$ cat config.mk
export PLATFORM = sky130hd
export DESIGN_NAME = evpp_cfg_regs
export DESIGN_NICKNAME = d
export VERILOG_FILES = /design/src/rtl/evpp_pkg.sv /design/src/rtl/evpp_cfg_regs.sv
export SDC_FILE = /design/constraint.sdc
export NUM_CORES = 1
export LEC_CHECK = 0
export BUFFER_PORTS_ARGS = -buffer_cell sky130_fd_sc_hd__buf_2
export CAP_MARGIN = 20
export CORE_ASPECT_RATIO = 0.7
export CORE_UTILIZATION = 45
export CTS_CLUSTER_SIZE = 12
export DETAILED_ROUTE_END_ITERATION = 7
export PLACE_DENSITY = 0.75
export RECOVER_POWER = 25
export SYNTH_ARGS = -nofsm -noshare
export SYNTH_HDL_FRONTEND = slang
export SYNTH_SLANG_ARGS = --single-unit
$ cat constraint.sdc
create_clock -name clk_i -period 0.8 [get_ports clk_i]
set_input_delay 0.16 -clock clk_i [delete_from_list [all_inputs] [get_ports clk_i]]
set_output_delay 0.16 -clock clk_i [all_outputs]
set_load 0.01 [all_outputs]
$ cat src/rtl/evpp_pkg.sv
// Shared types and constants of the encoder velocity PID/PWM core.
// Holds register indexes, the configuration record, the controller state
// and the command and status records. It depends on nothing else.
`timescale 1ns / 1ps
`default_nettype none

package evpp_pkg;

  // Field and datapath widths.
  localparam int CountW   = 32;
  localparam int VelW     = 32;
  localparam int PwmW     = 16;
  localparam int GainW    = 16;
  localparam int LimW     = 15;
  localparam int CfgIdxW  = 3;
  localparam int CfgDataW = 32;

  // Configuration register indexes.
  localparam logic [CfgIdxW-1:0] RegKpGain     = 3'd0;
  localparam logic [CfgIdxW-1:0] RegKdGain     = 3'd1;
  localparam logic [CfgIdxW-1:0] RegKiGain     = 3'd2;
  localparam logic [CfgIdxW-1:0] RegRange      = 3'd3;
  localparam logic [CfgIdxW-1:0] RegMaxPwm     = 3'd4;
  localparam logic [CfgIdxW-1:0] RegVelScale   = 3'd5;
  localparam logic [CfgIdxW-1:0] RegFfGain     = 3'd6;
  localparam logic [CfgIdxW-1:0] RegEncPresent = 3'd7;

  // Configuration record.
  typedef struct packed {
    logic [GainW-1:0]  kp_gain;
    logic [GainW-1:0]  kd_gain;
    logic [GainW-1:0]  ki_gain;
    logic [CountW-1:0] encoder_range;
    logic [LimW-1:0]   max_pwm;
    logic [31:0]       velocity_scale;
    logic [31:0]       feedforward_gain;
    logic              encoder_present;
  } cfg_t;

  // Controller states.
  typedef enum logic [3:0] {
    StIdle,
    StUnwrap,
    StVelMul,
    StVelDiff,
    StErrSum,
    StKpMul,
    StKdMul,
    StKiMul,
    StAccum,
    StFinish,
    StFfMul,
    StFfFinish
  } state_e;

  // Operand selection of the shared multiplier.
  typedef enum logic [2:0] {
    MulVel,
    MulFf,
    MulKp,
    MulKd,
    MulKi
  } mul_sel_e;

  // Accumulator operation.
  typedef enum logic [1:0] {
    AccHold,
    AccLoad,
    AccAdd
  } acc_op_e;

  // Commands from the controller to the datapath.
  typedef struct packed {
    logic     load_in;
    logic     unwrap_en;
    logic     mul_en;
    mul_sel_e mul_sel;
    logic     diff_en;
    logic     err_en;
    acc_op_e  acc_op;
    logic     fin_closed;
    logic     fin_open;
  } ctrl_cmd_t;

  // Status from the datapath to the controller.
  typedef struct packed {
    logic enc_present;
    logic out_busy;
  } dp_status_t;

endpackage

`default_nettype wire

$ cat src/rtl/evpp_cfg_regs.sv
// Configuration register file of the encoder velocity PID/PWM core.
// Depends on evpp_pkg for the register indexes and the cfg_t record.
`timescale 1ns / 1ps
`default_nettype none

module evpp_cfg_regs (
  input  wire                            clk_i,
  input  wire                            rst_ni,
  input  wire                            cfg_we_i,
  input  wire  [evpp_pkg::CfgIdxW-1:0]   cfg_idx_i,
  input  wire  [evpp_pkg::CfgDataW-1:0]  cfg_data_i,
  output evpp_pkg::cfg_t                 cfg_o
);
  import evpp_pkg::*;

  cfg_t cfg_q, cfg_d;

  // Decode a write into the addressed register.
  always_comb begin
    cfg_d = cfg_q;
    if (cfg_we_i) begin
      unique case (cfg_idx_i)
        RegKpGain:     cfg_d.kp_gain          = cfg_data_i[GainW-1:0];
        RegKdGain:     cfg_d.kd_gain          = cfg_data_i[GainW-1:0];
        RegKiGain:     cfg_d.ki_gain          = cfg_data_i[GainW-1:0];
        RegRange:      cfg_d.encoder_range    = cfg_data_i[CountW-1:0];
        RegMaxPwm:     cfg_d.max_pwm          = cfg_data_i[LimW-1:0];
        RegVelScale:   cfg_d.velocity_scale   = cfg_data_i[31:0];
        RegFfGain:     cfg_d.feedforward_gain = cfg_data_i[31:0];
        RegEncPresent: cfg_d.encoder_present  = cfg_data_i[0];
        default:       cfg_d = cfg_q;
      endcase
    end
  end

  // Registers with their reset values.
  always_ff @(posedge clk_i or negedge rst_ni) begin
    if (!rst_ni) begin
      cfg_q.kp_gain          <= '0;
      cfg_q.kd_gain          <= '0;
      cfg_q.ki_gain          <= '0;
      cfg_q.encoder_range    <= 32'd4096;
      cfg_q.max_pwm          <= 15'd1000;
      cfg_q.velocity_scale   <= '0;
      cfg_q.feedforward_gain <= '0;
      cfg_q.encoder_present  <= 1'b1;
    end else begin
      cfg_q <= cfg_d;
    end
  end

  assign cfg_o = cfg_q;

endmodule

`default_nettype wire

==> flow_summary_export.csv <==
group,metric,value,unit
worst_hold_path,hold_class,"input pin to flip-flop",
critical_path,crit_arrival,1080,ps
critical_path,critPathSlowestCell,"dfstp_2",
route,routed_wl,20300,µm
route,vias_per_cell,4.99,
power,total_power,28.4,mW
synthesis,ys_seq_elements,160,
critical_path,crit_buf_inv,1,
critical_path,crit_fanout,2,
finish,mostFrequentLayoutCell,"dfrtp_1",
synthesis,yosysWarningCount,0,
clocking,clock_path_buffers,2,
die,core,13200,µm²
timing,slew_violations,0,
global_route,grt_start_max_net_pins,34,
global_route,grt_first_pass_wirelength,28200,µm
timing,rsz0062_at_grt,"yes",
power,irDropWorstVdd,0.00166,V
critical_path,critical-path-top-delay-family,"flip-flops",
place,place_ws,-663,ps
synthesis,syn_area_per_cell,17.5,µm²
power,power_density,2730,nW/µm²
timing,timing.final.crit_share,155,%
global_route,globalRouteTotalUtil,27.8,%
place,portBuffers,197,
synthesis,netlist_instances,348,
die,rows,35,
place,gp_congestion,0.784,
status,status,"complete, but fails checks",
critical_path,slowest_delay,550,ps
critical_path,end_kind,"primary output",
route,dr.pass1.iters,4,
finish,multi_input_area,2440,µm²
clocking,root_buffer,"clkbuf_16",
finish,largest_reg_flops,160,
clocking,clk_pin_slew,70,ps
clocking,cts_tree,"built",
synthesis,synth_cell_types,12,
place,dp_hpwl,10200,µm
route,wl_per_cell,22.4,µm
timing,setup_violations,340,
finish,final_area,10400,µm²
die,die_y,99.2,µm
global_route,overflow,0,
finish,seq_area,4010,µm²
clocking,clk_latency,420,ps
die,ioPinCount,198,
critical_path,path_cells,"buf_6",
critical_path,cp.required,640,ps
finish,area_growth,71.3,%
timing,max_slew_margin,70.7,%
die,die_w,141,µm
route,antenna_left,0,
route,vias,4527,
finish,drive_gt1_share,76.5,%
finish,fin_nets,747,
critical_path,start_kind,"flip-flop",
timing,tns,-77860,ps
synthesis,synthesis.nets,386,
place,placed_area,7650,µm²
timing,setup_slack,-442,ps
timing,fmax,0.805,GHz
route,post-route-drc-count,0,
finish,layout_common_cells,"152 x dfrtp_1, 144 x buf_2, 135 x mux2_4, 90 x buf_6, 82 x buf_4",
global_route,antenna_found_initial,0,
flow_run,cap_violations,0,
finish,diodes,0,
timing,finalHoldViolations,0,
timing,min_period,1240,ps
power,leakage,5.38,nW
timing,max_slew.worst_pin.slew,439,ps
route,drt_iter0_drc,161,
clocking,cts_buffers,17,
clocking,clock_sinks,160,
die,start_util,46.1,%
die,die_area,14000,µm²
clocking,h-tree-depth,4,
finish,fill_cells,722,
critical_path,crit_type,"flip-flop to primary output",
timing,finClkSkew,0,ps
synthesis,syn_area,6080,µm²
global_route,grt_pass1_vias,4693,
status,failed_checks,"setup timing",
synthesis,yosysSeqAreaShare,66.0,%
## cells in the mapped netlist
library cell	instances	area [µm²]
nand4b_1	3	26.3
dfstp_2	8	210
nand4_1	1	6.26
buf_4	1	7.51
dfrtp_1	152	3800
nor4bb_1	3	30.0
mux2_4	10	150
buf_8	1	15.0
buf_2	14	70.1
nor4b_4	1	23.8
mux2_2	150	1690
buf_6	4	45.0
## worst reg2reg max path: stages (launching register included)
cell,delay [ps]
dfrtp_1,430
buf_6,140
buf_6,100
mux2_4,260
## metrics by stage
| step | cells | util [%] | hold WS, ps |
|---|---|---|---|
| 6_report | 907 | 79.0 | 17.6 |
| 5_1_grt | 907 | 79.0 | 12.3 |
| 4_1_cts | 854 | 74.6 | 1.95 |
| 3_5_place_dp | 731 | 58.0 | 44.2 |
| 3_3_place_gp | 731 | 58.0 | 41.9 |
| 2_1_floorplan | 348 | - | -136 |
## layer usage
layer,GRT usage (%),vias up,wire (µm)
met1,36.3,2354,8540
met3,8.04,31,1330
li1,-,1957,-
met4,9.62,0,361
met5,0,-,0
met2,44.9,185,10100
## kinds of logic (layout without fill, tap and decap cells)
group                  count (synthesis)  in the layout  share of synthesized area (%)
AND/OR/NAND/NOR                        8              8                           1.42
buffers and inverters                 20            394                           2.26
multiplexers                         160            160                           30.3
flip-flops                           160            160                           66.0
## path summary, 6_finish.rpt
check	startpoint	end	slack [ps]	depth (start not counted)
max	cfg_o[71]$_DFFE_PN1P_	cfg_o[71]	-440	1
min	cfg_data_i[23]	cfg_o[103]$_DFFE_PN0P_	20	2
max reg2reg	cfg_o[134]$_DFFE_PN0P_	cfg_o[134]$_DFFE_PN0P_	-250	3
min reg2reg	cfg_o[122]$_DFFE_PN0P_	cfg_o[122]$_DFFE_PN0P_	510	1
max in group asynchronous	rst_ni	cfg_o[92]$_DFFE_PN1P_	-50	3
min in group asynchronous	rst_ni	cfg_o[115]$_DFFE_PN0P_	260	2
## layout make-up
class                      count  area share (%)
tap                          185            2.22
clock buffer                  17            4.09
timing repair buffer         362            30.3
sequential                   160            38.6
clock inverter                15            1.42
multi-input combinational    168            23.4
## power by group
| group | switching [mW] | internal (mW) |
|---|---|---|
| clock network | 3.67 | 4.38 |
| logic | 3.34 | 5.83 |
| registers | 1.24 | 9.95 |
## timing repair
item	in CTS	in global routing
gates cloned	12	2
hold endpoints to repair	190	0
buffers inserted	65	65
resized for setup	167	47
pin swaps	3	3
endpoints found under the setup margin	319	319
hold buffers	14	0
No activity file was read; power rests on OpenSTA's default activity.
