$ cat src/rtl/evpp_pkg.sv
// Shared types and constants of the encoder velocity PID/PWM core.
// Holds register indexes, the configuration record, the controller state
// and the command and status records. It depends on nothing else.
`timescale 1ns / 1ps
`default_nettype none

package evpp_pkg;

  // Field and datapath widths.
  localparam int CountW   = 32;
  localparam int VelW     = 32;
  localparam int PwmW     = 16;
  localparam int GainW    = 16;
  localparam int LimW     = 15;
  localparam int CfgIdxW  = 3;
  localparam int CfgDataW = 32;

  // Configuration register indexes.
  localparam logic [CfgIdxW-1:0] RegKpGain     = 3'd0;
  localparam logic [CfgIdxW-1:0] RegKdGain     = 3'd1;
  localparam logic [CfgIdxW-1:0] RegKiGain     = 3'd2;
  localparam logic [CfgIdxW-1:0] RegRange      = 3'd3;
  localparam logic [CfgIdxW-1:0] RegMaxPwm     = 3'd4;
  localparam logic [CfgIdxW-1:0] RegVelScale   = 3'd5;
  localparam logic [CfgIdxW-1:0] RegFfGain     = 3'd6;
  localparam logic [CfgIdxW-1:0] RegEncPresent = 3'd7;

  // Configuration record.
  typedef struct packed {
    logic [GainW-1:0]  kp_gain;
    logic [GainW-1:0]  kd_gain;
    logic [GainW-1:0]  ki_gain;
    logic [CountW-1:0] encoder_range;
    logic [LimW-1:0]   max_pwm;
    logic [31:0]       velocity_scale;
    logic [31:0]       feedforward_gain;
    logic              encoder_present;
  } cfg_t;

  // Controller states.
  typedef enum logic [3:0] {
    StIdle,
    StUnwrap,
    StVelMul,
    StVelDiff,
    StErrSum,
    StKpMul,
    StKdMul,
    StKiMul,
    StAccum,
    StFinish,
    StFfMul,
    StFfFinish
  } state_e;

  // Operand selection of the shared multiplier.
  typedef enum logic [2:0] {
    MulVel,
    MulFf,
    MulKp,
    MulKd,
    MulKi
  } mul_sel_e;

  // Accumulator operation.
  typedef enum logic [1:0] {
    AccHold,
    AccLoad,
    AccAdd
  } acc_op_e;

  // Commands from the controller to the datapath.
  typedef struct packed {
    logic     load_in;
    logic     unwrap_en;
    logic     mul_en;
    mul_sel_e mul_sel;
    logic     diff_en;
    logic     err_en;
    acc_op_e  acc_op;
    logic     fin_closed;
    logic     fin_open;
  } ctrl_cmd_t;

  // Status from the datapath to the controller.
  typedef struct packed {
    logic enc_present;
    logic out_busy;
  } dp_status_t;

endpackage

`default_nettype wire

$ cat src/rtl/evpp_ctrl.sv
// Sequencing state machine of the encoder velocity PID/PWM core.
// Depends on evpp_pkg for the state, command and status types.
`timescale 1ns / 1ps
`default_nettype none

module evpp_ctrl (
  input  wire                     clk_i,
  input  wire                     rst_ni,
  input  wire                     in_valid_i,
  output logic                    in_ready_o,
  input  wire evpp_pkg::dp_status_t status_i,
  output evpp_pkg::ctrl_cmd_t     cmd_o
);
  import evpp_pkg::*;

  state_e state_q, state_d;
  logic   accept;

  assign in_ready_o = (state_q == StIdle);
  assign accept     = in_valid_i && in_ready_o;

  // Next state.
  always_comb begin
    state_d = state_q;
    unique case (state_q)
      StIdle: begin
        if (accept) begin
          state_d = status_i.enc_present ? StUnwrap : StFfMul;
        end
      end
      StUnwrap:   state_d = StVelMul;
      StVelMul:   state_d = StVelDiff;
      StVelDiff:  state_d = StErrSum;
      StErrSum:   state_d = StKpMul;
      StKpMul:    state_d = StKdMul;
      StKdMul:    state_d = StKiMul;
      StKiMul:    state_d = StAccum;
      StAccum:    state_d = StFinish;
      StFinish: begin
        if (!status_i.out_busy) begin
          state_d = StIdle;
        end
      end
      StFfMul:    state_d = StFfFinish;
      StFfFinish: begin
        if (!status_i.out_busy) begin
          state_d = StIdle;
        end
      end
      default:    state_d = StIdle;
    endcase
  end

  // Commands to the datapath.
  always_comb begin
    cmd_o         = '0;
    cmd_o.mul_sel = MulVel;
    cmd_o.acc_op  = AccHold;
    unique case (state_q)
      StIdle:     cmd_o.load_in   = accept;
      StUnwrap:   cmd_o.unwrap_en = 1'b1;
      StVelMul: begin
        cmd_o.mul_en  = 1'b1;
        cmd_o.mul_sel = MulVel;
      end
      StVelDiff:  cmd_o.diff_en   = 1'b1;
      StErrSum:   cmd_o.err_en    = 1'b1;
      StKpMul: begin
        cmd_o.mul_en  = 1'b1;
        cmd_o.mul_sel = MulKp;
      end
      StKdMul: begin
        cmd_o.mul_en  = 1'b1;
        cmd_o.mul_sel = MulKd;
        cmd_o.acc_op  = AccLoad;
      end
      StKiMul: begin
        cmd_o.mul_en  = 1'b1;
        cmd_o.mul_sel = MulKi;
        cmd_o.acc_op  = AccAdd;
      end
      StAccum:    cmd_o.acc_op     = AccAdd;
      StFinish:   cmd_o.fin_closed = !status_i.out_busy;
      StFfMul: begin
        cmd_o.mul_en  = 1'b1;
        cmd_o.mul_sel = MulFf;
      end
      StFfFinish: cmd_o.fin_open   = !status_i.out_busy;
      default:    cmd_o.load_in    = 1'b0;
    endcase
  end

  always_ff @(posedge clk_i or negedge rst_ni) begin
    if (!rst_ni) begin
      state_q <= StIdle;
    end else begin
      state_q <= state_d;
    end
  end

endmodule

`default_nettype wire

$ cat config.mk
export PLATFORM = sky130hd
export DESIGN_NAME = evpp_ctrl
export DESIGN_NICKNAME = d
export VERILOG_FILES = /design/src/rtl/evpp_pkg.sv /design/src/rtl/evpp_ctrl.sv
export SDC_FILE = /design/constraint.sdc
export NUM_CORES = 1
export LEC_CHECK = 0
export BUFFER_PORTS_ARGS = -buffer_cell sky130_fd_sc_hd__buf_2
export CELL_PAD_IN_SITES_DETAIL_PLACEMENT = 1
export CELL_PAD_IN_SITES_GLOBAL_PLACEMENT = 2
export CORE_MARGIN = 10
export CORE_UTILIZATION = 24
export DETAILED_ROUTE_END_ITERATION = 8
export GPL_TIMING_DRIVEN = 0
export MAX_ROUTING_LAYER = met4
export PLACE_DENSITY_LB_ADDON = 0.25
export SYNTH_ARGS = -nofsm -noshare
export SYNTH_HDL_FRONTEND = slang
export SYNTH_SLANG_ARGS = --single-unit
$ cat constraint.sdc
create_clock -name clk_i -period 1.7 [get_ports clk_i]
set_input_delay 0.255 -clock clk_i [delete_from_list [all_inputs] [get_ports clk_i]]
set_output_delay 0.255 -clock clk_i [all_outputs]
set_load 0.05 [all_outputs]
==> impl_metrics.prom, run 1 <==
# TYPE chip_impl_metric gauge
chip_impl_metric{name="postSynthCellCount",unit=""} 44
chip_impl_metric{name="critical_path_arrival",unit="ns"} 1.37
chip_impl_metric{name="synth_xor_area_frac",unit=""} 0.0243
chip_impl_metric{name="fill_cells",unit=""} 167
chip_impl_metric{name="antenna_found_initial",unit=""} 1
chip_impl_metric{name="fin_skew",unit="ns"} 0.00873
chip_impl_metric{name="power.share.combinational",unit=""} 0.762
chip_impl_info{name="critical_path.startpoint_type",value="register"} 1
chip_impl_metric{name="final_period_minus_worst_setup_slack",unit="ns"} 1.63
chip_impl_info{name="result_of_the_run",value="finished clean"} 1
chip_impl_metric{name="sw_frac_of_total",unit=""} 0.563
chip_impl_metric{name="worstSetupPathDepth",unit=""} 5
chip_impl_metric{name="dr.pass1.iters",unit=""} 2
chip_impl_info{name="synth_top_family_by_area",value="simple AND/OR/NAND/NOR gates"} 1
chip_impl_metric{name="floorplan.initialDensity",unit=""} 0.267
chip_impl_metric{name="timing.final.max_slew_violations",unit=""} 0
chip_impl_metric{name="floorplan.die.height",unit="um"} 58.8
chip_impl_info{name="crit_path_cell_trace",value="buf_4 -> nor2_2 -> inv_1 -> nor2_1 -> buf_4"} 1
chip_impl_metric{name="place_congestion",unit=""} 0.739
chip_impl_metric{name="synth_compound_gate_area_share",unit=""} 0.278
chip_impl_metric{name="die-width",unit="um"} 58.8
chip_impl_metric{name="routed_wirelength",unit="um"} 1330
chip_impl_metric{name="cts.sinks",unit=""} 4
chip_impl_metric{name="track_usage",unit=""} 0.0795
chip_impl_metric{name="clk_path_buf_depth",unit=""} 2
chip_impl_metric{name="detailroute.via_count",unit=""} 418
chip_impl_info{name="mostFrequentLayoutCell",value="sky130_fd_sc_hd__buf_4"} 1
chip_impl_metric{name="synth_cell_types",unit=""} 22
chip_impl_metric{name="share_of_cell_area_taken_by_muxes_after_synthesis",unit=""} 0
chip_impl_metric{name="required",unit="ns"} 1.44
chip_impl_info{name="crit_path_top_delay_cell",value="sky130_fd_sc_hd__dfrtp_1"} 1
chip_impl_metric{name="first_iter_violations",unit=""} 5
chip_impl_metric{name="clock_tree.htree_level_count",unit=""} 1
chip_impl_info{name="critical_path_class",value="register to output pin"} 1
chip_impl_info{name="hold_class",value="input port to register"} 1
chip_impl_metric{name="power_density",unit="nW/um^2"} 2420
chip_impl_metric{name="worst_hold_path.num_cells",unit=""} 3
chip_impl_info{name="worst_path_dominant_cell_family",value="buffers and inverters"} 1
chip_impl_metric{name="pin_count_of_the_biggest_net_entering_global_routing",unit=""} 11
chip_impl_info{name="grt_setup_unrepaired",value="yes"} 1
chip_impl_metric{name="number_of_global_route_vias_before_repair",unit=""} 429
chip_impl_metric{name="wl_per_cell",unit="um"} 15.6
chip_impl_metric{name="p_seq_frac",unit=""} 0.145
chip_impl_metric{name="clkLatencyLatePin",unit="ns"} 0.25
chip_impl_info{name="crit_top_cell",value="sky130_fd_sc_hd__buf_4"} 1
chip_impl_metric{name="postSynthNetCount",unit=""} 49
chip_impl_metric{name="critical_path.max_stage_delay",unit="ns"} 0.40
chip_impl_info{name="largest_registers",value="state_q: 4 flops"} 1
chip_impl_metric{name="period_share",unit=""} 0.958
chip_impl_metric{name="share_of_post_route_cells_with_drive_strength_above_1",unit=""} 0.638
chip_impl_metric{name="max_reg_flops",unit=""} 4
chip_impl_metric{name="p_clk_frac",unit=""} 0.093
chip_impl_metric{name="layout-area-overhead-vs-synth",unit="%"} 74.3
chip_impl_metric{name="boundaryPins",unit=""} 18
chip_impl_metric{name="transition_time_at_the_pin_with_the_least_slew_margin",unit="ns"} 0.457
chip_impl_metric{name="synth_seq_area_share",unit=""} 0.278
chip_impl_info{name="critical_path.endpoint_type",value="output pin"} 1
chip_impl_metric{name="cts_buffers",unit=""} 3
chip_impl_metric{name="total_leakage_power",unit="nW"} 0.290
chip_impl_metric{name="via_per_inst",unit=""} 4.92
chip_impl_metric{name="portBuffers",unit=""} 17
chip_impl_metric{name="path_clk_slew",unit="ns"} 0.05
chip_impl_info{name="cts_tree",value="done"} 1
chip_impl_metric{name="floorplan.rows",unit=""} 13
chip_impl_info{name="clock-root-buffer",value="sky130_fd_sc_hd__clkbuf_4"} 1
chip_impl_metric{name="core_box_area",unit="um^2"} 1350
chip_impl_metric{name="worst-path-max-fanout",unit=""} 10
chip_impl_info{name="layout_common_cells",value="sky130_fd_sc_hd__buf_4, sky130_fd_sc_hd__clkbuf_4, sky130_fd_sc_hd__buf_6, sky130_fd_sc_hd__nor2_1, sky130_fd_sc_hd__buf_2"} 1
chip_impl_metric{name="post_layout_nonfiller_instances",unit=""} 85
chip_impl_metric{name="total_switching_power",unit="mW"} 0.857
chip_impl_metric{name="hold_slack",unit="ns"} 0.284
chip_impl_metric{name="antenna_left",unit=""} 0
chip_impl_metric{name="yosys_warnings",unit=""} 0
chip_impl_metric{name="global_route_wire_length_before_repair",unit="um"} 2010
chip_impl_metric{name="synth-seq-cells",unit=""} 4
chip_impl_metric{name="ff2ff_path_depth",unit=""} 3
chip_impl_metric{name="finalSetupViolations",unit=""} 0
chip_impl_metric{name="design.final.nets",unit=""} 75
chip_impl_metric{name="synth.cell_area",unit="um^2"} 360
chip_impl_metric{name="synth_simple_gate_area_frac",unit=""} 0.295
chip_impl_metric{name="max_cap_violations",unit=""} 0
chip_impl_metric{name="dpl.cell_count",unit=""} 76
chip_impl_metric{name="design.die.area",unit="um^2"} 3450
chip_impl_metric{name="post_synthesis_adder_cell_area_fraction",unit=""} 0
chip_impl_metric{name="achievable-frequency",unit="GHz"} 0.614
chip_impl_metric{name="remaining_drc_errors",unit=""} 0
chip_impl_metric{name="hold_vio_cnt_final",unit=""} 0
chip_impl_metric{name="slew-limit-headroom",unit=""} 0.687
chip_impl_metric{name="power.internal",unit="mW"} 0.665
chip_impl_metric{name="vdd.ir_drop.worst",unit="uV"} 1210
chip_impl_metric{name="synth_area_per_cell",unit="um^2"} 8.19
chip_impl_metric{name="cp.buffers_inverters",unit=""} 3
chip_impl_metric{name="global_route.overflow_total",unit=""} 0
chip_impl_info{name="max_flop_register",value="state_q"} 1
chip_impl_metric{name="detailed_place_hpwl",unit="um"} 915
==> power by group through the flow <==
stage	clock, mW	sequential, mW	combinational, mW
6_report	0.141	0.220	1.16
3_3_place_gp	0	0.232	0.976
3_5_place_dp	0	0.226	0.978
2_1_floorplan	0	0.212	0.796
5_1_grt	0.155	0.227	1.25
4_1_cts	0.146	0.229	1.04
==> cells by family (layout without fill, tap and decap cells) <==
| logic type | Yosys count | after routing |
|---|---|---|
| other | 0 | 1 |
| buffers and inverters | 7 | 32 |
| xor gates and xnor gates | 1 | 1 |
| DFF | 4 | 4 |
| and+or+nand+nor | 19 | 19 |
| AOI/OAI and AO/OA | 13 | 13 |
==> final cells by class <==
cell class / instances / area (um^2) / share of cell area
buffer: 3 / 30.0 / 0.0478
inverter: 4 / 15.0 / 0.0239
clock buffer: 4 / 26.3 / 0.0418
multi-input combinational: 33 / 273 / 0.434
sequential: 4 / 104 / 0.165
tap: 15 / 18.8 / 0.0299
antenna: 1 / 2.50 / 0.00398
timing repair buffer: 21 / 159 / 0.253
==> path summary, 6_finish.rpt <==
| check | start | end | slack (ns) |
|---|---|---|---|
| max | state_q[0]$_DFFE_PN0P_ | cmd_o[4] | 0.07 |
| min | in_valid_i | state_q[3]$_DFFE_PN0P_ | 0.28 |
| max reg2reg | state_q[3]$_DFFE_PN0P_ | state_q[0]$_DFFE_PN0P_ | 0.42 |
| min reg2reg | state_q[1]$_DFFE_PN0P_ | state_q[1]$_DFFE_PN0P_ | 0.57 |
| max in group asynchronous | rst_ni | state_q[1]$_DFFE_PN0P_ | 1.18 |
| min in group asynchronous | rst_ni | state_q[2]$_DFFE_PN0P_ | 0.38 |
==> per-layer routing <==
| metal | up-vias | track usage | part of all wire |
|---|---|---|---|
| met5 | - | - | 0 |
| met4 | 0 | 0.0754 | 0.029 |
| met3 | 4 | 0.0386 | 0.087 |
| met2 | 12 | 0.102 | 0.47 |
| met1 | 193 | 0.0857 | 0.41 |
| li1 | 209 | - | - |
==> synthesized netlist by cell type <==
| cell | instances | area, um^2 |
|---|---|---|
| sky130_fd_sc_hd__buf_6 | 2 | 22.5 |
| sky130_fd_sc_hd__a2111oi_0 | 1 | 8.76 |
| sky130_fd_sc_hd__nand2_1 | 3 | 11.3 |
| sky130_fd_sc_hd__o22ai_1 | 1 | 6.26 |
| sky130_fd_sc_hd__nor2b_1 | 1 | 6.26 |
| sky130_fd_sc_hd__inv_1 | 4 | 15.0 |
| sky130_fd_sc_hd__and2_1 | 1 | 6.26 |
| sky130_fd_sc_hd__a211oi_1 | 1 | 7.51 |
| sky130_fd_sc_hd__a221oi_1 | 1 | 8.76 |
| sky130_fd_sc_hd__nor2_1 | 6 | 22.5 |
| sky130_fd_sc_hd__a221oi_2 | 1 | 15.0 |
| sky130_fd_sc_hd__nor3_1 | 4 | 20.0 |
| sky130_fd_sc_hd__a31o_2 | 1 | 8.76 |
| sky130_fd_sc_hd__nand2b_1 | 3 | 18.8 |
| sky130_fd_sc_hd__buf_4 | 1 | 7.51 |
| sky130_fd_sc_hd__dfrtp_1 | 4 | 100 |
| sky130_fd_sc_hd__a21o_1 | 1 | 7.51 |
| sky130_fd_sc_hd__a21oi_1 | 4 | 20.0 |
| sky130_fd_sc_hd__a221o_1 | 1 | 10.0 |
| sky130_fd_sc_hd__nor4_4 | 1 | 21.3 |
| sky130_fd_sc_hd__xor2_1 | 1 | 8.76 |
| sky130_fd_sc_hd__o31ai_1 | 1 | 7.51 |
==> metrics by stage <==
| stage | setup WS (ns) | cell area [um^2] | utilization | power, mW | TNS [ns] |
|---|---|---|---|---|---|
| final | 0.0718 | 628 | 0.465 | 1.52 | 0 |
| after global placement | 0.123 | 499 | 0.370 | 1.21 | 0 |
| after global routing | -0.0188 | 628 | 0.465 | 1.63 | -0.0377 |
| after CTS | 0.00285 | 571 | 0.423 | 1.42 | 0 |
| after floorplan | -0.138 | 395 | - | 1.01 | -0.461 |
| after detailed placement | 0.137 | 499 | 0.370 | 1.20 | 0 |
==> tightest hold or removal path, delay by kind of cell <==
family                 cells  cell delay [ns]
buffers and inverters      2             0.19
AOI/OAI and AO/OA          1             0.05
==> repair_timing <==
| action | 4_1_cts | 5_1_grt |
|---|---|---|
| pin swaps | 0 | 1 |
| hold buffers | 1 | 0 |
| resized for setup | 13 | 11 |
| setup endpoints to repair | 8 | 9 |
| setup buffers | 0 | 3 |
| hold endpoints to repair | 4 | 0 |
No activity file was read; power rests on OpenSTA's default activity.
==> inputs of run 2 (changes only) <==
Settings changed: PLACE_DENSITY set to 0.81, PLACE_DENSITY_LB_ADDON 0.25 to unset.
==> impl_metrics.prom, run 2 (synthesized netlist as in run 1, its figures left out) <==
# TYPE chip_impl_metric gauge
chip_impl_info{name="result_of_the_run",value="finished clean"} 1
chip_impl_metric{name="wl_per_cell",unit="um"} 15.6
chip_impl_info{name="mostFrequentLayoutCell",value="sky130_fd_sc_hd__buf_4"} 1
chip_impl_metric{name="detailroute.via_count",unit=""} 418
chip_impl_metric{name="worst_hold_path.num_cells",unit=""} 3
chip_impl_metric{name="routed_wirelength",unit="um"} 1280
chip_impl_metric{name="core_box_area",unit="um^2"} 1350
chip_impl_metric{name="track_usage",unit=""} 0.0795
chip_impl_metric{name="fin_skew",unit="ns"} 0.00145
chip_impl_metric{name="global_route.overflow_total",unit=""} 0
chip_impl_metric{name="place_congestion",unit=""} 0.811
chip_impl_metric{name="period_share",unit=""} 0.965
chip_impl_info{name="critical_path.startpoint_type",value="register"} 1
chip_impl_metric{name="critical_path_arrival",unit="ns"} 1.39
chip_impl_info{name="layout_common_cells",value="sky130_fd_sc_hd__buf_4, sky130_fd_sc_hd__buf_6, sky130_fd_sc_hd__clkbuf_4"} 1
chip_impl_metric{name="clkLatencyLatePin",unit="ns"} 0.25
chip_impl_metric{name="share_of_post_route_cells_with_drive_strength_above_1",unit=""} 0.612
chip_impl_metric{name="design.die.area",unit="um^2"} 3450
chip_impl_metric{name="portBuffers",unit=""} 17
chip_impl_metric{name="floorplan.initialDensity",unit=""} 0.267
chip_impl_metric{name="clk_path_buf_depth",unit=""} 2
chip_impl_metric{name="hold_vio_cnt_final",unit=""} 0
chip_impl_info{name="max_flop_register",value="state_q"} 1
chip_impl_metric{name="clock_tree.htree_level_count",unit=""} 1
chip_impl_metric{name="remaining_drc_errors",unit=""} 0
chip_impl_info{name="hold_class",value="input port to register"} 1
chip_impl_metric{name="antenna_found_initial",unit=""} 0
chip_impl_metric{name="design.final.nets",unit=""} 73
chip_impl_metric{name="boundaryPins",unit=""} 18
chip_impl_metric{name="required",unit="ns"} 1.44
chip_impl_metric{name="dpl.cell_count",unit=""} 76
chip_impl_metric{name="final_period_minus_worst_setup_slack",unit="ns"} 1.64
chip_impl_metric{name="vdd.ir_drop.worst",unit="uV"} 751
chip_impl_metric{name="dr.pass1.iters",unit=""} 4
chip_impl_metric{name="first_iter_violations",unit=""} 9
chip_impl_metric{name="path_clk_slew",unit="ns"} 0.04
chip_impl_metric{name="transition_time_at_the_pin_with_the_least_slew_margin",unit="ns"} 0.406
chip_impl_metric{name="via_per_inst",unit=""} 5.10
chip_impl_metric{name="total_leakage_power",unit="nW"} 0.276
chip_impl_metric{name="max_cap_violations",unit=""} 0
chip_impl_metric{name="cts.sinks",unit=""} 4
chip_impl_metric{name="hold_slack",unit="ns"} 0.290
chip_impl_metric{name="detailed_place_hpwl",unit="um"} 934
chip_impl_info{name="critical_path.endpoint_type",value="output pin"} 1
chip_impl_metric{name="worst-path-max-fanout",unit=""} 10
chip_impl_metric{name="achievable-frequency",unit="GHz"} 0.609
chip_impl_metric{name="cts_buffers",unit=""} 3
chip_impl_metric{name="antenna_cells_inserted",unit=""} 0
chip_impl_info{name="cts_tree",value="done"} 1
chip_impl_info{name="critical_path_class",value="register to output pin"} 1
chip_impl_metric{name="floorplan.die.height",unit="um"} 58.8
chip_impl_metric{name="final_core_util",unit=""} 0.449
chip_impl_metric{name="final.setup.tns",unit="ns"} 0
chip_impl_metric{name="number_of_global_route_vias_before_repair",unit=""} 477
chip_impl_info{name="clock-root-buffer",value="sky130_fd_sc_hd__clkbuf_4"} 1
chip_impl_metric{name="floorplan.rows",unit=""} 13
chip_impl_metric{name="max_reg_flops",unit=""} 4
chip_impl_metric{name="finalSetupViolations",unit=""} 0
chip_impl_info{name="grt_setup_unrepaired",value="yes"} 1
chip_impl_metric{name="power_density",unit="nW/um^2"} 2410
chip_impl_metric{name="antenna_left",unit=""} 0
chip_impl_metric{name="global_route_wire_length_before_repair",unit="um"} 2100
chip_impl_info{name="largest_registers",value="state_q: 4 flops"} 1
chip_impl_metric{name="slew-limit-headroom",unit=""} 0.722
chip_impl_metric{name="fill_cells",unit=""} 160
chip_impl_metric{name="layout-area-overhead-vs-synth",unit="%"} 68.4
chip_impl_metric{name="pin_count_of_the_biggest_net_entering_global_routing",unit=""} 11
chip_impl_metric{name="post_layout_nonfiller_instances",unit=""} 82
chip_impl_metric{name="ff2ff_path_depth",unit=""} 3
chip_impl_metric{name="die-width",unit="um"} 58.8
chip_impl_metric{name="timing.final.max_slew_violations",unit=""} 0
==> run 2: cell types whose count changed in the layout (fill, tap and decap cells not counted) <==
cell and delta:
sky130_fd_sc_hd__diode_2 -1, sky130_fd_sc_hd__nand2b_4 -1, sky130_fd_sc_hd__buf_6 +1, sky130_fd_sc_hd__nand2b_1 +1, sky130_fd_sc_hd__buf_4 -3
==> run 2: power by group <==
part	total (mW)	switching, mW	internal (mW)
sequential	0.237	0.0891	0.148
clock	0.144	0.0551	0.0891
combinational	1.08	0.695	0.388
total	1.46	0.840	0.625
==> run 2: final cells by class <==
type                       count  area (um^2)  area share
sequential                     4          104       0.171
clock buffer                   4         26.3      0.0433
multi-input combinational     33          265       0.437
inverter                       4         15.0      0.0247
timing repair buffer          19          148       0.243
tap                           15         18.8      0.0309
buffer                         3         30.0      0.0495
==> run 2: critical path, cell delays in order, from the launching register on <==
cell,delay [ns]
sky130_fd_sc_hd__dfrtp_2,0.44
sky130_fd_sc_hd__buf_6,0.16
sky130_fd_sc_hd__nand2b_4,0.17
sky130_fd_sc_hd__o22ai_2,0.18
sky130_fd_sc_hd__buf_6,0.18
==> run 2: path summary, 6_finish.rpt <==
kind                                             start                     end  slack (ns)
min in group asynchronous                       rst_ni  state_q[1]$_DFFE_PN0P_        0.34
worst max-delay path            state_q[3]$_DFFE_PN0P_                cmd_o[3]        0.06
worst min-delay path                        in_valid_i  state_q[3]$_DFFE_PN0P_        0.29
worst min register to register  state_q[1]$_DFFE_PN0P_  state_q[1]$_DFFE_PN0P_        0.63
max in group asynchronous                       rst_ni  state_q[3]$_DFFE_PN0P_        1.22
worst max register to register  state_q[3]$_DFFE_PN0P_  state_q[0]$_DFFE_PN0P_        0.48
==> run 2: what timing repair did <==
action                                  4_1_cts  5_1_grt
buffers inserted                              1        0
resized for setup                            14       10
hold buffers                                  1        0
hold endpoints to repair                      4        0
pin swaps                                     0        2
endpoints found under the setup margin        8        7
==> run 2: through the flow <==
stage               worst slack (ns)  cell area [um^2]  power [mW]
finish                        0.0590               607        1.46
global route                 -0.0402               607        1.57
CTS                           0.0186               582        1.44
detailed placement             0.124               499        1.21
global placement               0.124               499        1.21
floorplan                     -0.138               395        1.01
==> run 2: routing by layer <==
| layer | share of wire | track usage | vias to the layer above |
|---|---|---|---|
| li1 | - | - | 202 |
| met1 | 0.37 | 0.0811 | 201 |
| met2 | 0.53 | 0.122 | 11 |
| met3 | 0.070 | 0.0300 | 4 |
| met4 | 0.029 | 0.0590 | 0 |
| met5 | 0 | - | - |
==> inputs of run 3 (changes only) <==
Settings changed: CELL_PAD_IN_SITES_DETAIL_PLACEMENT 1 to 0, CELL_PAD_IN_SITES_GLOBAL_PLACEMENT 2 to 1, CORE_AREA set to 10 10 47 49, CORE_MARGIN 10 to unset, CORE_UTILIZATION 24 to unset, CTS_CLUSTER_DIAMETER set to 200, DIE_AREA set to 0 0 57 59, PLACE_DENSITY 0.81 to 0.72.
==> impl_metrics.prom, run 3 (synthesized netlist as in run 1, its figures left out) <==
# TYPE chip_impl_metric gauge
chip_impl_metric{name="routed_wirelength",unit="um"} 1060
chip_impl_info{name="result_of_the_run",value="finished clean"} 1
chip_impl_metric{name="dr.pass1.iters",unit=""} 4
chip_impl_info{name="max_flop_register",value="state_q"} 1
chip_impl_metric{name="max_reg_flops",unit=""} 4
chip_impl_metric{name="hold_slack",unit="ns"} 0.308
chip_impl_metric{name="required",unit="ns"} 1.44
chip_impl_metric{name="floorplan.die.height",unit="um"} 59
chip_impl_metric{name="global_route_wire_length_before_repair",unit="um"} 1810
chip_impl_info{name="largest_registers",value="state_q: 4 flops"} 1
chip_impl_metric{name="wl_per_cell",unit="um"} 12.7
chip_impl_metric{name="design.final.nets",unit=""} 73
chip_impl_metric{name="floorplan.initialDensity",unit=""} 0.257
chip_impl_metric{name="antenna_cells_inserted",unit=""} 0
chip_impl_metric{name="cts_buffers",unit=""} 3
chip_impl_info{name="layout_common_cells",value="sky130_fd_sc_hd__buf_4, sky130_fd_sc_hd__clkbuf_4, sky130_fd_sc_hd__buf_2"} 1
chip_impl_metric{name="transition_time_at_the_pin_with_the_least_slew_margin",unit="ns"} 0.356
chip_impl_metric{name="layout-area-overhead-vs-synth",unit="%"} 66.7
chip_impl_info{name="setup.worst_path.start",value="state_q[3]$_DFFE_PN0P_"} 1
chip_impl_metric{name="core_box_area",unit="um^2"} 1400
chip_impl_metric{name="boundaryPins",unit=""} 18
chip_impl_metric{name="period_share",unit=""} 0.949
chip_impl_metric{name="die-width",unit="um"} 57
chip_impl_metric{name="first_iter_violations",unit=""} 10
chip_impl_metric{name="hold_vio_cnt_final",unit=""} 0
chip_impl_metric{name="final.setup.tns",unit="ns"} 0
chip_impl_info{name="critical_path_class",value="register to output pin"} 1
chip_impl_metric{name="clkLatencyLatePin",unit="ns"} 0.23
chip_impl_metric{name="dpl.cell_count",unit=""} 77
chip_impl_metric{name="track_usage",unit=""} 0.0668
chip_impl_metric{name="detailed_place_hpwl",unit="um"} 820
chip_impl_metric{name="pin_count_of_the_biggest_net_entering_global_routing",unit=""} 11
chip_impl_info{name="critical_path.reg2reg.startpoint",value="state_q[3]$_DFFE_PN0P_"} 1
chip_impl_metric{name="vdd.ir_drop.worst",unit="uV"} 991
chip_impl_metric{name="total_leakage_power",unit="nW"} 0.276
chip_impl_metric{name="share_of_post_route_cells_with_drive_strength_above_1",unit=""} 0.597
chip_impl_metric{name="floorplan.rows",unit=""} 14
chip_impl_metric{name="portBuffers",unit=""} 17
chip_impl_metric{name="antenna_found_initial",unit=""} 0
chip_impl_metric{name="timing.final.max_slew_violations",unit=""} 0
chip_impl_metric{name="fin_skew",unit="ns"} 0.00165
chip_impl_metric{name="achievable-frequency",unit="GHz"} 0.620
chip_impl_metric{name="detailroute.via_count",unit=""} 383
chip_impl_metric{name="path_clk_slew",unit="ns"} 0.04
chip_impl_info{name="cts_tree",value="done"} 1
chip_impl_info{name="clock-root-buffer",value="sky130_fd_sc_hd__clkbuf_4"} 1
chip_impl_metric{name="slew-limit-headroom",unit=""} 0.756
chip_impl_metric{name="number_of_global_route_vias_before_repair",unit=""} 423
chip_impl_metric{name="worst-path-max-fanout",unit=""} 10
chip_impl_metric{name="power_density",unit="nW/um^2"} 2380
chip_impl_metric{name="design.die.area",unit="um^2"} 3360
chip_impl_metric{name="remaining_drc_errors",unit=""} 0
chip_impl_metric{name="max_cap_violations",unit=""} 0
chip_impl_metric{name="global_route.overflow_total",unit=""} 0
chip_impl_metric{name="seqCellArea",unit="um^2"} 103
chip_impl_metric{name="final_period_minus_worst_setup_slack",unit="ns"} 1.61
chip_impl_metric{name="clk_path_buf_depth",unit=""} 2
chip_impl_metric{name="critical_path_arrival",unit="ns"} 1.36
chip_impl_metric{name="cts.sinks",unit=""} 4
chip_impl_metric{name="place_congestion",unit=""} 0.715
chip_impl_info{name="critical_path.endpoint_type",value="output pin"} 1
chip_impl_metric{name="multiInputGateArea",unit="um^2"} 269
chip_impl_info{name="grt_setup_unrepaired",value="yes"} 1
chip_impl_metric{name="clock_tree.htree_level_count",unit=""} 1
chip_impl_info{name="min-delay-start",value="in_valid_i"} 1
chip_impl_metric{name="antenna_left",unit=""} 0
chip_impl_metric{name="via_per_inst",unit=""} 4.61
chip_impl_metric{name="post_layout_nonfiller_instances",unit=""} 83
chip_impl_metric{name="fill_cells",unit=""} 149
chip_impl_info{name="hold_class",value="input port to register"} 1
chip_impl_metric{name="postPlaceCellArea",unit="um^2"} 500
chip_impl_metric{name="postLayoutCellArea",unit="um^2"} 601
chip_impl_metric{name="finalSetupViolations",unit=""} 0
chip_impl_info{name="critical_path.startpoint_type",value="register"} 1
-- run 3: cell count changes in the layout (fill, tap and decap cells not counted), sizes merged --
cell | previous run | this run
clkbuf | 7 | 8
buf | 18 | 17
-- run 3: routing by layer --
| metal | share of wire | global-route usage |
|---|---|---|
| met1 | 0.48 | 0.0764 |
| met5 | 0 | - |
| met4 | 0 | 0.0403 |
| met2 | 0.50 | 0.104 |
| met3 | 0.023 | 0.0150 |
-- run 3: layout make-up --
class / count / area share
plain buffers: 3 / 0.0500
clock buffers: 4 / 0.0438
inverters: 4 / 0.0250
multi-input cells: 33 / 0.448
flip-flops and latches: 4 / 0.171
well taps: 16 / 0.0333
repair buffers: 19 / 0.229
-- run 3: path summary, 6_finish.rpt --
path	to	slack (ns)	depth (start not counted)
max	cmd_o[3]	0.09	4
min	state_q[3]$_DFFE_PN0P_	0.31	3
max reg2reg	state_q[0]$_DFFE_PN0P_	0.51	3
min reg2reg	state_q[1]$_DFFE_PN0P_	0.65	1
max in group asynchronous	state_q[3]$_DFFE_PN0P_	1.23	2
min in group asynchronous	state_q[1]$_DFFE_PN0P_	0.35	2
-- run 3: power breakdown --
group	switching, mW	internal (mW)
registers	0.0921	0.147
clock network	0.0380	0.0880
logic	0.687	0.380
total	0.817	0.615
-- run 3: critical path, stage by stage, from the launching register on --
cell	delay (ns)
sky130_fd_sc_hd__dfrtp_2	0.44
sky130_fd_sc_hd__buf_6	0.16
sky130_fd_sc_hd__nand2b_4	0.17
sky130_fd_sc_hd__o22ai_2	0.18
sky130_fd_sc_hd__buf_6	0.18
-- run 3: repair_timing --
| item | in CTS | in global routing |
|---|---|---|
| hold endpoints to repair | 4 | 0 |
| endpoints found under the setup margin | 7 | 10 |
| pin swaps | 0 | 1 |
| gates resized for setup | 11 | 9 |
| hold buffers | 1 | 0 |
| buffers inserted | 0 | 1 |
-- run 3: metrics by stage --
| step | power, mW | utilization | setup WS [ns] |
|---|---|---|---|
| 2_1_floorplan | 1.01 | - | -0.138 |
| 3_3_place_gp | 1.20 | 0.357 | 0.139 |
| 3_5_place_dp | 1.20 | 0.357 | 0.143 |
| 4_1_cts | 1.38 | 0.403 | 0.00741 |
| 5_1_grt | 1.55 | 0.429 | -0.0108 |
| 6_report | 1.43 | 0.429 | 0.0861 |
